## src/pfba_pkg.sv

```systemverilog
// Package for the page frame bitmap allocator: sizes, codes, state and command types.
// Used by every module of the block; it depends on nothing.
package pfba_pkg;

   localparam int FRAME_WORDS   = 1024;
   localparam int BITS_PER_WORD = 64;
   localparam int BIT_W         = $clog2(BITS_PER_WORD);
   localparam int WORD_AW       = (FRAME_WORDS > 1) ? $clog2(FRAME_WORDS) : 1;
   localparam int unsigned TOTAL_FRAMES = FRAME_WORDS * BITS_PER_WORD;
   // The search covers frames below 65536 so that the grant fits 16 bits.
   localparam int SEARCH_WORDS  = (FRAME_WORDS < 1024) ? FRAME_WORDS : 1024;
   localparam int QUEUE_DEPTH   = 2;
   localparam int QPTR_W        = $clog2(QUEUE_DEPTH);

   localparam int OPCODE_W = 3;
   localparam int FRAME_W  = 16;
   localparam int COUNT_W  = 17;
   localparam int REQ_DATA_W = 40;
   localparam int RSP_DATA_W = 72;

   localparam logic [COUNT_W-1:0] MEM_PAGES_RESET = 17'h10000;
   localparam logic [BITS_PER_WORD-1:0] ALL_ONES = {BITS_PER_WORD{1'b1}};

   localparam int CSR_ADDR_W = 3;
   localparam logic CSR_MEMORY_PAGES = 1'b0;

   typedef enum logic [OPCODE_W-1:0] {
      OP_LOCK      = 3'd0,
      OP_UNLOCK    = 3'd1,
      OP_RESERVE   = 3'd2,
      OP_UNRESERVE = 3'd3,
      OP_REQUEST   = 3'd4
   } op_type;

   typedef enum logic [1:0] {
      K_NOP,
      K_SET,
      K_CLR,
      K_REQ
   } kind_type;

   typedef enum logic [2:0] {
      CNT_NONE,
      CNT_LOCK,
      CNT_UNLOCK,
      CNT_RESV,
      CNT_UNRESV,
      CNT_REQ
   } cnt_type;

   typedef struct packed {
      kind_type           kind;
      cnt_type            cnt;
      logic [COUNT_W-1:0] count;
      logic [WORD_AW-1:0] first_word;
      logic [WORD_AW-1:0] last_word;
      logic [BIT_W-1:0]   first_bit;
      logic [BIT_W-1:0]   last_bit;
   } cmd_type;

   typedef enum logic [2:0] {
      ST_CLEAR,
      ST_IDLE,
      ST_RUN_READ,
      ST_RUN_WRITE,
      ST_SRCH_READ,
      ST_SRCH_CHECK,
      ST_FINISH
   } state_type;

endpackage

```

## src/pfba_queue.sv

```systemverilog
// Short command queue between the front end and the back end.
// Depends on pfba_pkg for the command type and depth.
module pfba_queue (
   input  logic               clock,
   input  logic               reset,
   input  logic               push,
   input  pfba_pkg::cmd_type  push_cmd,
   output logic               full,
   input  logic               pop,
   output pfba_pkg::cmd_type  pop_cmd,
   output logic               not_empty
);

   pfba_pkg::cmd_type              entry_ff [pfba_pkg::QUEUE_DEPTH];
   logic [pfba_pkg::QPTR_W-1:0]    wr_ptr_ff, wr_ptr_in;
   logic [pfba_pkg::QPTR_W-1:0]    rd_ptr_ff, rd_ptr_in;
   logic [pfba_pkg::QPTR_W:0]      fill_ff, fill_in;

   assign full      = (fill_ff == (pfba_pkg::QPTR_W+1)'(pfba_pkg::QUEUE_DEPTH));
   assign not_empty = (fill_ff != '0);
   assign pop_cmd   = entry_ff[rd_ptr_ff];

   always_comb begin
      wr_ptr_in = wr_ptr_ff + pfba_pkg::QPTR_W'(push);
      rd_ptr_in = rd_ptr_ff + pfba_pkg::QPTR_W'(pop);
      fill_in   = fill_ff + (pfba_pkg::QPTR_W+1)'(push) - (pfba_pkg::QPTR_W+1)'(pop);
   end

   always_ff @(posedge clock) begin
      if (reset) begin
         wr_ptr_ff <= '0;
         rd_ptr_ff <= '0;
         fill_ff   <= '0;
      end else begin
         wr_ptr_ff <= wr_ptr_in;
         rd_ptr_ff <= rd_ptr_in;
         fill_ff   <= fill_in;
      end
   end

   always_ff @(posedge clock) begin
      if (push) begin
         entry_ff[wr_ptr_ff] <= push_cmd;
      end
   end

endmodule

```

## config.mk

```make
export PLATFORM = sky130hd
export DESIGN_NAME = pfba_queue
export DESIGN_NICKNAME = d
export VERILOG_FILES = /design/src/pfba_pkg.sv /design/src/pfba_queue.sv
export SDC_FILE = /design/constraint.sdc
export NUM_CORES = 1
export LEC_CHECK = 0
export ABC_CLOCK_PERIOD_IN_PS = 4400
export BUFFER_PORTS_ARGS = -buffer_cell sky130_fd_sc_hd__buf_4
export CORE_UTILIZATION = 25
export CTS_CLUSTER_SIZE = 12
export DETAILED_ROUTE_END_ITERATION = 7
export GPL_ROUTABILITY_DRIVEN = 0
export PLACE_DENSITY_LB_ADDON = 0.08
export SYNTH_ARGS = -nofsm -noshare
export SYNTH_HDL_FRONTEND = slang
export SYNTH_SLANG_ARGS = --single-unit
```

## constraint.sdc

```tcl
create_clock -name clock -period 4.4 [get_ports clock]
set_clock_uncertainty 0.05 [all_clocks]
set_input_delay 0.66 -clock clock [delete_from_list [all_inputs] [get_ports clock]]
set_output_delay 0.66 -clock clock [all_outputs]
set_load 0.03 [all_outputs]
```

; ---- Word level (Yosys, flattened, before mapping)
; Memories as Yosys holds them, arrays and structs flattened. A register that Yosys moved wholly into a read port is not among the register bits.
; Cells that the tools add are included.
; Widths: inputs -> output; s select.
[classes]
mux = 3
reduce_logical = 1
n_eq_ne = 1
addsub = 4
[ops]
columns = operator, count
row1 = $mux 1, 3
row2 = $add 1x1->1, 2
row3 = $add 2x1->2, 1
row4 = $eq 2x2->1 const B, 1
row5 = $reduce_bool 2->1, 1
row6 = $sub 2x1->2, 1
[word_totals]
elab_cells = 13
n_memories = 1
ramBits = 108
out_inout_bits = 56
in_bits = 58
regBits = 4
[mem_list]
columns = name, words, width, rd, rd_clocked_by_memory_dff, wr, line
row1 = entry_ff, 2, 54, 1, 1, 1, pfba_queue.sv:14  ; pfba_pkg::cmd_type entry_ff [pfba_pkg::QUEUE_DEPTH];

; ---- Logic depth before layout (Yosys ltp)
; Gate-level depths: netlist of run 1.
[logic_depth]
word_depth = 2
mapped_depth = 6
depth_no_buf = 6

; ---- Worst setup path before layout of run 1
; Ideal clock, no wire load.
[synth_path]
path_type = input-to-reg
from = input push
to = memory entry_ff[0][0] (netlist name), enable pin
t_arrival_ps = 1987
slack_ps = 1945
stages = 1
setup_ps = 417
n_path_buf = 0
path_cell_list = ha_1
[synth_between]
elab_chain_cells = 2
[synth_rtl]
columns = item, line
row1 = from (decl), pfba_queue.sv:6  ; input logic push,
row2 = $mux 1, pfba_queue.sv:42  ; if (push) begin
row3 = $mux 1 (not written as such), pfba_queue.sv:43  ; entry_ff[wr_ptr_ff] <= push_cmd;
row4 = to (decl), pfba_queue.sv:14
; No other way between the ends.

==> results.cfg, run 1 <==
[outcome]
status = completed

[flow_run]
maxCapViolCount = 0

[pwr]
p_seq_share_pct = 51.7
internal-power_mw = 1.89
clkPwrFrac_pct = 31.2
vdd_ir_drop_max_mv = 0.152
switching_share_pct = 24.4
p_leak_nw = 2.19
p_comb_share_pct = 17.1
power_switching_mw = 0.609
power_density_mw_per_mm2 = 441

[yosys]
synth_common_cells = edfxtp_1, mux2_4, buf_12, mux2_2
ys_types = 13
synth_top_area_share_pct = 74.6
synthTopCellsByArea = edfxtp_1, mux2_4, buf_12, dfxtp_1, mux2_2
synthArstFlopShare_pct = 0
synth_edf_count = 108
synth_largest_area_cell = edfxtp_1
syn_inst = 187
ys_ff_latch = 112
syn_avg_cell_area_sq_um = 23.3
syn-cell-area_sq_mm = 0.00435
syn-num-nets = 249
synth.most_common_cell = edfxtp_1
synth_ff_type = edfxtp_1
synth_warnings = 0
ys_seq_area_share_pct = 76.4

[sta]
relSlewSlack_pct = 27.0
setup_tns_ps = 0
worst_pin_slew_ps = 1100
setup_viol = 0
timing.fmax_ghz = 0.363
finalCriticalPeriod_ps = 2760
hold_violations = 0
period_share_pct = 62.7
rsz0062_at_grt = false
final_max_slew_viol_count = 0

[floorplan]
die_area_sq_mm = 0.0179
top_level_ports = 114
die_h_um = 134
die_w_um = 134
core_sq_mm = 0.0168
start_util_pct = 25.9
core.rowCount = 47

[clock_tree]
ctsHtreeMaxLevel = 3
tritoncts = yes
post_cts.resized_instances = 0
path_clk_slew_ps = 70
cts_buffer_depth = 2
clock_latency_ps = 340
hold_buffers = 0
cts.sinks = 112
cts_inserted_buffers = 9
cts-root-buf = clkbuf_16
cts_setup_buffers = 0

[setup_path]
path_class = reg2out
critical_path_arrival_ps = 2050
crit_chain = mux2_2, buf_4
critPathBufInv = 1
crit_required_ps = 3690
startpoint_type = flip-flop
critical_path.max_fanout = 55
cp-end-kind = output port
crit_family = flip-flops
cp_slowest_cell = dfxtp_4
slowest_delay_ps = 1070

[route]
drcViolationCount = 0
vias = 2067
drt_iter0_markers = 68
drt_pass1_iterations = 3
routed_wirelength_um = 8290
via_per_inst = 3.89
wl_per_cell_um = 15.6
ant_nets = 0

[global_routing]
grt_pass1_wl_um = 12500
grt_pass1_vias = 2242
grt.total_usage_pct = 9.61
grt-ovfl-total = 0
grt_max_degree = 56
antenna_found_initial = 0

[finish]
fillCellCount = 1636
num_antenna_cells = 0
area_growth_pct = 30.2
drive_above_1_share_pct = 59.0
regArea_sq_mm = 0.00333
layout.nets = 369
multiInputGateArea_sq_um = 908
utilization_pct = 33.8

[hold_path]
hold_path.class = in2reg

[place]
dp_hpwl_um = 5230
portBuffers = 113
-- cells by family (layout without fill, tap and decap cells) --
| family | after synthesis | in the layout | share of synthesized area, % |
|---|---|---|---|
| xor gates and xnor gates | 2 | 2 | 0.719 |
| DFF | 112 | 112 | 76.4 |
| muxes | 54 | 54 | 18.2 |
| buffers and inverters | 9 | 134 | 2.82 |
| and+or+nand+nor | 6 | 6 | 0.690 |
| adders and majority gates | 4 | 4 | 1.15 |
-- path summary, 6_finish.rpt --
check | startpoint | to | slack, ps | depth (start not counted)
worst min register to register | wr_ptr_ff | wr_ptr_ff | 520 | 3
worst max register to register | wr_ptr_ff | entry_ff[0][25] | 2530 | 3
worst max-delay path | rd_ptr_ff | pop_cmd[52] | 1640 | 2
worst min-delay path | push_cmd[44] | entry_ff[0][44] | 450 | 1
-- sequential cells by signal, indices dropped and copies added, names as in the netlist --
register   flops
rd_ptr_ff      1
entry_ff     108
fill_ff        2
wr_ptr_ff      1
-- cells in the final DEF (no fill, tap or decap), drive strengths merged, types with 2 or more instances in the layout --
| master | instances |
|---|---|
| clkbuf | 10 |
| dfxtp | 4 |
| ha | 4 |
| inv | 3 |
| nor2b | 2 |
| buf | 115 |
| nor2 | 3 |
| mux2 | 54 |
| edfxtp | 108 |
| clkinv | 5 |
-- through the flow --
step / cells / power [mW] / hold WS, ps / instance area [sq um] / setup slack (ps)
5_1_grt: 532 / 2.60 / 425 / 5660 / 1550
6_report: 532 / 2.50 / 446 / 5660 / 1640
2_1_floorplan: 187 / 1.59 / 469 / 4350 / 1950
3_3_place_gp: 516 / 1.75 / 505 / 5390 / 1950
4_1_cts: 532 / 2.55 / 428 / 5660 / 1590
3_5_place_dp: 516 / 1.75 / 517 / 5390 / 1970
-- metal layers --
metal	track usage, %	up-vias	share of wire [%]
met4	5.30	0	1.9
met3	3.78	11	7.7
met1	11.2	1023	43
li1	-	966	-
met2	15.2	67	48
met5	0	-	0
-- power by group through the flow --
stage	combinational [mW]	clock [mW]	sequential [mW]
after global placement	0.436	0	1.31
after global routing	0.455	0.852	1.30
after floorplan	0.311	0	1.28
after detailed placement	0.436	0	1.32
after CTS	0.438	0.817	1.29
final	0.428	0.779	1.29
-- area by class of cell --
cell class | instances | share of cell area (%)
inverters | 3 | 0.199
clock buffers | 10 | 4.04
repair buffers | 115 | 15.2
flip-flops and latches | 112 | 58.7
clock inverters | 6 | 0.884
multi-input cells | 66 | 16.0
well taps | 220 | 4.86
-- worst register-to-register path: cells and delay by family, from the launching register on --
| family | cells | cell delay [ps] |
|---|---|---|
| flops | 1 | 310 |
| fa+ha+maj | 1 | 480 |
| buf+inv | 2 | 640 |
Note: power is estimated with default switching activity, not from simulation.
==> run 2, diff against run 1 <==
- ABC_CLOCK_PERIOD_IN_PS: 4400 -> 2500
- clock period: 4.4 -> 2.5 ns (I/O delays scaled with it)
==> run 2 against run 1 <==
Against the previous run:
- register-to-register slack worse by 1400 ps
- critical path depth increased by 1
- non-clock buffer count up 5
- setup slack got worse by 1300 ps
- first-iteration DRC count up 49%
- die area stayed put
- wire length grew 0.71%
- largest cell class unchanged
- largest power group unchanged
- highest routed layer unchanged
==> results.cfg, run 2 (same netlist as run 1, synthesis figures left out) <==
[outcome]
status = completed

[clock_tree]
cts_buffer_depth = 2
cts-root-buf = clkbuf_16
path_clk_slew_ps = 70
post_cts.resized_instances = 0
ctsHtreeMaxLevel = 3
hold_buffers = 0
tritoncts = yes
clock_latency_ps = 340
cts_inserted_buffers = 9
cts.sinks = 112
cts_setup_buffers = 0

[global_routing]
grt-ovfl-total = 0
grt.total_usage_pct = 9.96
grt_max_degree = 34
grt_pass1_wl_um = 12900
grt_pass1_vias = 2290
antenna_found_initial = 0

[floorplan]
die_area_sq_mm = 0.0179
die_h_um = 134
core.rowCount = 47
start_util_pct = 25.9
top_level_ports = 114
core_sq_mm = 0.0168
die_w_um = 134

[sta]
setup_tns_ps = 0
rsz0062_at_grt = false
worst_pin_slew_ps = 496
period_share_pct = 85.2
setup_viol = 0
hold_violations = 0
final_max_slew_viol_count = 0
relSlewSlack_pct = 66.9
finalCriticalPeriod_ps = 2130
timing.fmax_ghz = 0.470

[finish]
regArea_sq_mm = 0.00333
fillCellCount = 1624
multiInputGateArea_sq_um = 908
largest_reg_flops = 108
drive_above_1_share_pct = 60.8
final_common_cell = buf_4
layout.nets = 374
top_regs = entry_ff: 108 flops, fill_ff: 2 flops
regMostFlops = entry_ff
area_growth_pct = 31.6
num_antenna_cells = 0
final_cell_mix = buf_4, edfxtp_1, mux2_4
final_cells = 536

[place]
dp.cells = 521
dp_hpwl_um = 5480
portBuffers = 113

[setup_path]
startpoint = rd_ptr_ff
critical_path.max_fanout = 25
path_class = reg2out
cp-end-kind = output port
rr_startpoint = wr_ptr_ff
startpoint_type = flip-flop
critical_path_arrival_ps = 1700
crit_required_ps = 2080

[hold_path]
hold_path.class = in2reg
hp-start = push_cmd[36]

[pwr]
vdd_ir_drop_max_mv = 0.296
power_density_mw_per_mm2 = 774
p_leak_nw = 2.23

[route]
drcViolationCount = 0
routed_wirelength_um = 8350
wl_per_cell_um = 15.6
via_per_inst = 3.90
vias = 2092
drt_iter0_markers = 101
drt_pass1_iterations = 4
ant_nets = 0

[flow_run]
maxCapViolCount = 0
[run 2: through the flow]
stage	hold slack, ps	total power, mW	util, %	setup slack [ps]	area, sq um
2_1_floorplan	392	2.80	-	330	4350
6_report	154	4.43	34.1	370	5720
3_3_place_gp	504	3.09	32.4	703	5440
5_1_grt	135	4.63	34.1	273	5720
4_1_cts	134	4.52	34.1	305	5720
3_5_place_dp	512	3.09	32.4	697	5440
[run 2: cell type report]
cell class,count,area share [%]
clock buffers,9,3.94
clock inverters,6,1.07
inverters,3,0.197
multi-input cells,66,15.9
flip-flops and latches,112,58.1
well taps,220,4.81
repair buffers,120,16.0
[run 2: final timing paths]
check                          to  slack, ps  depth (start not counted)
hold / removal    entry_ff[1][36]        150                          1
setup reg to reg  entry_ff[0][30]       1120                          3
hold reg to reg         wr_ptr_ff        520                          3
setup / recovery      pop_cmd[23]        370                          3
[run 2: power by group]
part           leakage, nW  switching [mW]  total, mW  internal [mW]
sequential            1.05          0.0434       2.23           2.19
clock                0.143           0.633       1.40          0.768
combinational         1.04           0.419      0.793          0.374
[run 2: per-layer routing]
metal	vias to the layer above	GRT usage (%)	routed length [um]
met5	-	0	0
met4	0	5.87	197
met3	11	3.93	666
met1	1035	11.8	3500
met2	71	15.2	3990
li1	975	-	-
[run 2: worst max-delay path, stage by stage, from the launching register on]
cell     delay [ps]
dfxtp_4         560
buf_12          280
mux2_4          330
buf_4           170
