<file path="src/pfba_pkg.sv">
// Package for the page frame bitmap allocator: sizes, codes, state and command types.
// Used by every module of the block; it depends on nothing.
package pfba_pkg;

   localparam int FRAME_WORDS   = 1024;
   localparam int BITS_PER_WORD = 64;
   localparam int BIT_W         = $clog2(BITS_PER_WORD);
   localparam int WORD_AW       = (FRAME_WORDS > 1) ? $clog2(FRAME_WORDS) : 1;
   localparam int unsigned TOTAL_FRAMES = FRAME_WORDS * BITS_PER_WORD;
   // The search covers frames below 65536 so that the grant fits 16 bits.
   localparam int SEARCH_WORDS  = (FRAME_WORDS < 1024) ? FRAME_WORDS : 1024;
   localparam int QUEUE_DEPTH   = 2;
   localparam int QPTR_W        = $clog2(QUEUE_DEPTH);

   localparam int OPCODE_W = 3;
   localparam int FRAME_W  = 16;
   localparam int COUNT_W  = 17;
   localparam int REQ_DATA_W = 40;
   localparam int RSP_DATA_W = 72;

   localparam logic [COUNT_W-1:0] MEM_PAGES_RESET = 17'h10000;
   localparam logic [BITS_PER_WORD-1:0] ALL_ONES = {BITS_PER_WORD{1'b1}};

   localparam int CSR_ADDR_W = 3;
   localparam logic CSR_MEMORY_PAGES = 1'b0;

   typedef enum logic [OPCODE_W-1:0] {
      OP_LOCK      = 3'd0,
      OP_UNLOCK    = 3'd1,
      OP_RESERVE   = 3'd2,
      OP_UNRESERVE = 3'd3,
      OP_REQUEST   = 3'd4
   } op_type;

   typedef enum logic [1:0] {
      K_NOP,
      K_SET,
      K_CLR,
      K_REQ
   } kind_type;

   typedef enum logic [2:0] {
      CNT_NONE,
      CNT_LOCK,
      CNT_UNLOCK,
      CNT_RESV,
      CNT_UNRESV,
      CNT_REQ
   } cnt_type;

   typedef struct packed {
      kind_type           kind;
      cnt_type            cnt;
      logic [COUNT_W-1:0] count;
      logic [WORD_AW-1:0] first_word;
      logic [WORD_AW-1:0] last_word;
      logic [BIT_W-1:0]   first_bit;
      logic [BIT_W-1:0]   last_bit;
   } cmd_type;

   typedef enum logic [2:0] {
      ST_CLEAR,
      ST_IDLE,
      ST_RUN_READ,
      ST_RUN_WRITE,
      ST_SRCH_READ,
      ST_SRCH_CHECK,
      ST_FINISH
   } state_type;

endpackage

</file>
<file path="src/pfba_front.sv">
// Front end: takes request words and turns each into a command for the back end.
// Depends on pfba_pkg; feeds pfba_queue.
module pfba_front (
   input  logic                              req_tvalid,
   output logic                              req_tready,
   input  logic [pfba_pkg::REQ_DATA_W-1:0]   req_tdata,  // start_frame, page_count
   input  logic [pfba_pkg::OPCODE_W-1:0]     req_tuser,  // opcode
   input  logic                              q_full,
   input  logic                              clear_busy,
   output logic                              q_push,
   output pfba_pkg::cmd_type                 q_cmd
);

   logic [pfba_pkg::FRAME_W-1:0] start;
   logic [pfba_pkg::COUNT_W-1:0] count;
   logic [17:0]                  end_sum;
   logic [31:0]                  end_clip;
   logic                         run_ok;

   assign start      = req_tdata[15:0];
   assign count      = req_tdata[32:16];
   assign req_tready = !q_full && !clear_busy;
   assign q_push     = req_tvalid && req_tready;

   always_comb begin
      end_sum  = {2'b00, start} + {1'b0, count} - 18'd1;
      run_ok   = (count != '0) && (32'(start) < pfba_pkg::TOTAL_FRAMES);
      // Frames past the store move the counters but touch no bit.
      end_clip = (32'(end_sum) > pfba_pkg::TOTAL_FRAMES - 1) ?
                 pfba_pkg::TOTAL_FRAMES - 1 : 32'(end_sum);

      q_cmd.count      = count;
      q_cmd.first_word = pfba_pkg::WORD_AW'(start >> pfba_pkg::BIT_W);
      q_cmd.last_word  = pfba_pkg::WORD_AW'(end_clip >> pfba_pkg::BIT_W);
      q_cmd.first_bit  = start[pfba_pkg::BIT_W-1:0];
      q_cmd.last_bit   = end_clip[pfba_pkg::BIT_W-1:0];

      unique case (req_tuser)
         pfba_pkg::OP_LOCK: begin
            q_cmd.kind = run_ok ? pfba_pkg::K_SET : pfba_pkg::K_NOP;
            q_cmd.cnt  = pfba_pkg::CNT_LOCK;
         end
         pfba_pkg::OP_UNLOCK: begin
            q_cmd.kind = run_ok ? pfba_pkg::K_CLR : pfba_pkg::K_NOP;
            q_cmd.cnt  = pfba_pkg::CNT_UNLOCK;
         end
         pfba_pkg::OP_RESERVE: begin
            q_cmd.kind = run_ok ? pfba_pkg::K_SET : pfba_pkg::K_NOP;
            q_cmd.cnt  = pfba_pkg::CNT_RESV;
         end
         pfba_pkg::OP_UNRESERVE: begin
            q_cmd.kind = run_ok ? pfba_pkg::K_CLR : pfba_pkg::K_NOP;
            q_cmd.cnt  = pfba_pkg::CNT_UNRESV;
         end
         pfba_pkg::OP_REQUEST: begin
            q_cmd.kind = pfba_pkg::K_REQ;
            q_cmd.cnt  = pfba_pkg::CNT_REQ;
         end
         default: begin
            q_cmd.kind = pfba_pkg::K_NOP;
            q_cmd.cnt  = pfba_pkg::CNT_NONE;
         end
      endcase
   end

endmodule

</file>
<file path="config.mk">
export PLATFORM = sky130hd
export DESIGN_NAME = pfba_front
export DESIGN_NICKNAME = d
export VERILOG_FILES = /design/src/pfba_pkg.sv /design/src/pfba_front.sv
export SDC_FILE = /design/constraint.sdc
export NUM_CORES = 1
export LEC_CHECK = 0
export ABC_AREA = 1
export BUFFER_PORTS_ARGS = -buffer_cell sky130_fd_sc_hd__buf_4
export CAP_MARGIN = 30
export CORE_MARGIN = 10
export CORE_UTILIZATION = 44
export DETAILED_ROUTE_END_ITERATION = 8
export PLACE_DENSITY = 0.81
export SYNTH_ARGS = -nofsm -noshare
export SYNTH_HDL_FRONTEND = slang
export SYNTH_SLANG_ARGS = --single-unit
</file>
<file path="constraint.sdc">
create_clock -name vclk -period 2.79
set_clock_uncertainty 0.1 [all_clocks]
set_input_delay 0.558 -clock vclk [all_inputs]
set_output_delay 0.558 -clock vclk [all_outputs]
set_load 0.1 [all_outputs]
</file>
# Word-level counts from Yosys, hierarchy flattened
# Index checks and enable logic that the tools add are counted.
# totals
ff_bits	0
out_inout_bits	56
# classes
n_reduce_logical	6
magnitude_cmp	1
n_addsub	2
muxes	4
n_eq_ne	4
# op_table
cell	count
$pmux 5 s5	1
$add 16x17->18	1
$gt 18x16->1 const B	1
$sub 18x1->18 const B	1
$reduce_bool 17->1	1
$mux 16	1
$eq 3x2->1 const B	2
$eq 3x1->1 const B	1
$eq 3x3->1 const B	1
$logic_not 3->1	1
$logic_and 1x1->1	2
$logic_not 1->1	2
$mux 2	1
$mux 1	1

# Depth between registers and ports, before layout
# Gate-level depths: netlist of the first run.
# depth
depth_word	4
mapped_depth	16
depth_no_buf	16

# Worst setup path after synthesis of the first run
# No wires, ideal clock.
# synth_timing
path_type	input-to-output
start	input req_tuser[1] in the netlist's numbering
end	output q_cmd[52] in the netlist's numbering
path_slack_ns	-0.715
n_path_buf	0
required_time_ns	2.132
t_arrival_ns	2.847
stages	3
path_cell_list	a21oi_1 > nand2_1 > inv_1
# synth_lines
item	line	text
start: declaration	pfba_front.sv:7	input logic [pfba_pkg::OPCODE_W-1:0] req_tuser,
end: declaration	pfba_front.sv:11	output pfba_pkg::cmd_type q_cmd

==> run summary, run 1 <==
Post-Synth XOR/XNOR Area -> 0.0311
CP most frequent cell -> nand2_4
Peak supply drop -> 319 uV
Core Region -> 4350 um2
die area -> 7570 um2
initial core utilization -> 0.453
wire per inst -> 15.5 um
CP max-delay cell -> fa_2
drt first pass iters -> 4
area growth from synthesis to layout -> 85.9%
Final Slew Violations -> 0
largest family of logic cells by synthesized area -> simple AND/OR/NAND/NOR gates
CP Launch Point -> req_tdata[1]
area leader, netlist -> ha_1
Post-Syn Area -> 1970 um2
Max Cap Viol -> 0
antenna cell count -> 0
Synthesized Nets -> 430
final net count -> 546
Top Metal Used -> met4
PD cells -> 473 nW/um2
Critical Path Max Stage Delay -> 0.38 ns
Seq/Total Area, Yosys -> 0
Slew Limit Headroom -> 0.790
DRT Wirelength -> 8030 um
row cnt -> 24
Simple-Gate Fraction of Synth Area -> 0.368
drt initial violations -> 205
via/cell ratio -> 4.92
Ys Warns -> 0
total track usage -> 0.186
height of the die -> 87.0 um
synthesized instance count -> 351
hpwl dp -> 5370 um
Ports -> 102
Antenna Violating Nets Remaining -> 0
worst slew pin tran -> 0.312 ns
Fmax -> 0.315 GHz
adder-cell share of the synthesized area -> 0.213
Synth area leaders -> ha_1 20%, inv_1 20%, nand2_1 17%
CP startpoint kind -> input pin
worst hold path class -> input pin to primary output
Hold Path Depth -> 2
largest net degree at the start of global routing -> 9
number of global-route vias before repair -> 2588
Reg area -> 0 um2
met3 WL -> 626 um
Placer Congestion -> 0.865
mux contribution to synthesized area -> 0
P_leak -> 2.05 nW
Congestion Overflow GR -> 0
die span in x -> 87.0 um
Final Setup Violations -> 16
commonest cells after routing, fill and taps aside -> 129 x buf_4, 91 x inv_1, 72 x nand2_1
Critical Path, Cell by Cell -> buf_6, inv_4, ha_4, inv_4, ha_4, inv_2, fa_2, nor2_2, o21ai_2, nand2_4, nand2_4, nand2_4, nand2_8, nand2_8, nand3_4, buf_12
Final Critical Period -> 3.18 ns
failing checks -> setup timing
Setup crit end kind -> primary output
first-pass GRT wire length -> 11900 um
Hold Path End -> q_cmd[7]
FF+latch count -> 0
Vias -> 2544
fillers -> 256
Residual DRC -> 0
Buffers on Ports -> 95
commonest non-fill, non-tap cell in the layout -> buf_4
clk_buf instances -> 0
CP arrival -> 2.52 ns
RSZ-0062 raised after global routing -> yes
CP required -> 2.13 ns
status -> complete, but fails checks
Synth Area in Compound Gates -> 0.0342
critical path class -> input pin to primary output
Final Hold Vio Count -> 0
Worst Hold Launch -> req_tdata[1]
area fraction of the dominant cell type after synthesis -> 0.203
M1 WL -> 2720 um
WL met2 -> 4410 um
Final Worst Setup Slack -> -0.389 ns
final core occ -> 0.843
Fin Setup TNS -> -5.86 ns
initial antenna violation count -> 0
Synth cell types -> 28
Syn Area/Cell -> 5.63 um2
worst-path fanout max -> 8
fraction of layout cells with a size suffix above 1 -> 0.520
Final period util -> 1.14
## metrics by stage
step | area (um2) | power [mW] | hold slack [ns] | std cells | setup slack (ns)
after floorplan | 2180 | 1.06 | 1.19 | 351 | -0.439
after global placement | 3030 | 1.35 | 1.35 | 510 | -0.449
after detailed placement | 3030 | 1.37 | 1.35 | 510 | -0.529
after CTS | 3490 | 1.62 | 1.34 | 512 | -0.351
after global routing | 3670 | 1.83 | 1.35 | 517 | -0.493
final | 3670 | 1.74 | 1.34 | 517 | -0.389
## final cells by class
type / instances / area [um2] / area share
inverters: 111 / 447 / 0.122
repair buffers: 147 / 1310 / 0.357
multi-input cells: 206 / 1830 / 0.499
repair inverters: 1 / 16.3 / 0.00443
well taps: 52 / 65.1 / 0.0177
## per-layer routing
layer	vias to the layer above	GRT usage
met2	106	0.375
li1	1240	-
met5	-	0
met4	0	0.0501
met3	23	0.0468
met1	1175	0.178
## cells in the mapped netlist, drive strengths merged (2+ instances only)
master	number
nand3b	3
inv	111
nor2	14
buf	35
o21ai	2
xor2	2
nand3	32
nand4	2
nor3	4
nand2	94
ha	32
a21oi	10
xnor2	5
## kinds of logic after synthesis
family          count (synthesis)
simple gates                  153
xor+xnor                        7
fa+ha+maj                      33
buf+inv                       146
compound gates                 12
## critical path, delay by kind of cell
| kind | cells | cell delay [ns] |
|---|---|---|
| fa+ha+maj | 3 | 0.70 |
| simple gates | 7 | 0.75 |
| compound gates | 1 | 0.09 |
| buf+inv | 5 | 0.43 |
## power by group
group | switching (mW) | internal (mW) | leakage (nW)
sequential | 0 | 0 | 0
clock | 0 | 0 | 0
combinational | 1.13 | 0.610 | 2.05
total | 1.13 | 0.610 | 2.05
## worst max-delay path by stage
stage / to / slack, ns / depth (start not counted)
detailed placement: q_cmd[2] / -0.53 / 15
CTS: q_cmd[12] / -0.35 / 16
global route: q_cmd[19] / -0.49 / 17
floorplan: q_cmd[13] / -0.44 / 15
finish: q_cmd[14] / -0.39 / 16
global placement: q_cmd[1] / -0.45 / 15
## what timing repair did
action                                  4_1_cts  5_1_grt
hold buffers                                  0        0
resized for setup                            87       33
gates cloned                                  2        0
pin swaps                                    25       33
endpoints found under the setup margin       16       16
setup buffers                                 0        5
Note: power is estimated with default switching activity, not from simulation.
==> inputs of run 2 (changes only) <==
--- a/config.mk
+++ b/config.mk
@@ -5,13 +5,14 @@
 export SDC_FILE = /design/constraint.sdc
 export NUM_CORES = 1
 export LEC_CHECK = 0
-export ABC_AREA = 1
 export BUFFER_PORTS_ARGS = -buffer_cell sky130_fd_sc_hd__buf_4
 export CAP_MARGIN = 30
 export CORE_MARGIN = 10
-export CORE_UTILIZATION = 44
+export CORE_UTILIZATION = 42
 export DETAILED_ROUTE_END_ITERATION = 8
 export PLACE_DENSITY = 0.81
+export RECOVER_POWER = 50
+export REMOVE_ABC_BUFFERS = 1
 export SYNTH_ARGS = -nofsm -noshare
 export SYNTH_HDL_FRONTEND = slang
 export SYNTH_SLANG_ARGS = --single-unit
==> run 2 against run 1 <==
Against the previous run:
- the flow still finishes with violations (setup timing)
- routed wire length is 24% higher
- design area decreased by 3.5%
- critical path depth fell by 3
- sequential cell count did not move
- sequential share of layout area unchanged
- non-clock buffer count grew 15
- final cell count fell by 16%
- setup slack got worse by 0.45 ns
- total power is 2.3% lower
- core utilization grew 4.2 points
- die area decreased by 6.4%
- hold slack better by 0.034 ns
- largest cell class unchanged
- largest power group unchanged
==> run summary, run 2 <==
Buffers on Ports -> 95
die span in x -> 84.2 um
Setup crit end kind -> primary output
Synth Area in Compound Gates -> 0.219
Final Critical Period -> 3.63 ns
worst-path fanout max -> 5
Seq/Total Area, Yosys -> 0
initial antenna violation count -> 0
Flop pwr share -> 0
Final period util -> 1.30
number of global-route vias before repair -> 2377
Fmax -> 0.276 GHz
FF+latch count -> 0
adder-cell share of the synthesized area -> 0.243
Fin Setup TNS -> -12.49 ns
wire per inst -> 23.1 um
hpwl dp -> 4920 um
first-pass GRT wire length -> 11200 um
DRT Wirelength -> 9990 um
Placer Congestion -> 0.893
antenna cell count -> 0
area leader, netlist -> ha_1
Synth cell types -> 42
row cnt -> 23
Final Setup Violations -> 16
Clk pwr share -> 0
hold buffers post-CTS -> 0
worst slew pin tran -> 1.20 ns
commonest non-fill, non-tap cell in the layout -> buf_4
Hold Path Depth -> 3
height of the die -> 84.2 um
Residual DRC -> 0
switching share of power -> 0.616
pre-CTS WS -> -0.964 ns
synthesized instance count -> 258
Simple-Gate Fraction of Synth Area -> 0.176
Synth area leaders -> ha_1 23%, inv_1 15%, buf_4 14%
area growth from synthesis to layout -> 105%
Slew Limit Headroom -> 0.204
Psw -> 1.04 mW
largest family of logic cells by synthesized area -> buffers and inverters
drt initial violations -> 145
Post-Synth XOR/XNOR Area -> 0.0557
RSZ-0062 raised after global routing -> yes
Congestion Overflow GR -> 0
Final Slew Violations -> 0
Max Cap Viol -> 0
CP startpoint kind -> input pin
P_leak -> 1.73 nW
count leader, synth -> inv_1
Syn Area/Cell -> 6.70 um2
status -> complete, but fails checks
CP required -> 2.13 ns
critical path class -> input pin to primary output
fraction of layout cells with a size suffix above 1 -> 0.634
combinational share of power -> 1.000
most common library cells after synthesis -> 67 x inv_1, 33 x buf_4, 32 x ha_1
Ports -> 102
final net count -> 463
Ys Warns -> 0
commonest cells after routing, fill and taps aside -> 115 x buf_4, 35 x inv_1, 25 x ha_4
Worst Hold Launch -> q_full
failing checks -> setup timing
Antenna Violating Nets Remaining -> 0
CP arrival -> 2.97 ns
Vias -> 2535
largest net degree at the start of global routing -> 9
area fraction of the dominant cell type after synthesis -> 0.232
drt first pass iters -> 5
total track usage -> 0.183
die area -> 7080 um2
Final Worst Setup Slack -> -0.836 ns
clk_buf instances -> 0
initial core utilization -> 0.432
Reg area -> 0 um2
worst hold path class -> input pin to primary output
Peak supply drop -> 334 uV
mux contribution to synthesized area -> 0
Final Hold Vio Count -> 0
Internal Power -> 0.651 mW
via/cell ratio -> 5.87
PD cells -> 479 nW/um2
Core Region -> 4000 um2
Post-Syn Area -> 1730 um2
Hold Path End -> req_tready
[run 2: changes by cell type after synthesis, moves of 5 or more]
cell,delta
nand3_2,-10
nand2b_1,+14
inv_2,-5
nor2_1,-6
o211ai_1,+6
nand2_1,-79
a21o_1,+8
o21ai_0,+6
inv_1,-38
nand3_1,-17
[run 2: repair_timing]
item,4_1_cts,5_1_grt
gates resized for setup,114,69
setup endpoints to repair,16,16
pin swaps,30,47
setup buffers,1,11
[run 2: through the flow]
| step | util | area, um2 | instances | power [mW] | hold WS, ns |
|---|---|---|---|---|---|
| after detailed placement | 0.660 | 2640 | 420 | 1.17 | 1.35 |
| final | 0.885 | 3540 | 432 | 1.70 | 1.37 |
| after CTS | 0.807 | 3230 | 421 | 1.45 | 1.33 |
| after floorplan | - | 1450 | 220 | 0.622 | 1.02 |
| after global routing | 0.885 | 3540 | 432 | 1.75 | 1.38 |
| after global placement | 0.660 | 2640 | 420 | 1.16 | 1.35 |
[run 2: area by class of cell]
| class | count | area (um2) |
|---|---|---|
| Multi-Input combinational cell | 153 | 1840 |
| Fill cell | 193 | 459 |
| Tap cell | 50 | 62.6 |
| Inverter | 67 | 274 |
| Timing Repair Buffer | 162 | 1370 |
[run 2: kinds of logic after synthesis]
kind of cell	Yosys count
buffers and inverters	105
AO/OA/AOI/OAI	54
AND/OR/NAND/NOR	55
XOR/XNOR	11
adder cells (fa/ha/maj)	33
[run 2: how the worst max path moves through the flow]
stage / slack (ns) / end / start / cells past startpoint
final: -0.84 / q_cmd[1] / req_tdata[19] / 13
after global routing: -0.86 / q_cmd[21] / req_tdata[30] / 13
after CTS: -0.63 / q_cmd[19] / req_tdata[17] / 16
after detailed placement: -0.96 / q_cmd[17] / req_tdata[1] / 15
after global placement: -0.85 / q_cmd[18] / req_tdata[1] / 15
after floorplan: -1.59 / q_cmd[0] / req_tdata[1] / 11
[run 2: power groups by stage]
stage	combinational, mW	sequential (mW)	clock [mW]
after floorplan	0.622	0	0
after global placement	1.16	0	0
after detailed placement	1.17	0	0
after CTS	1.45	0	0
after global routing	1.75	0	0
final	1.70	0	0
[run 2: metal layers]
metal	global-route usage	vias to the layer above	routed length (um)
li1	-	1062	-
met1	0.192	1165	3310
met2	0.337	229	4820
met3	0.0560	79	1110
met4	0.0563	0	741
met5	0	-	0
[run 2: critical path: stages]
cell and delay, ns:
buf_6 0.10, inv_4 0.05, ha_4 0.26, inv_2 0.05, ha_4 0.27, o211ai_1 0.14, o211ai_1 0.47, nand2_2 0.15
o221ai_4 0.25, o21ai_4 0.12, buf_6 0.15, or2_4 0.23, buf_12 0.16
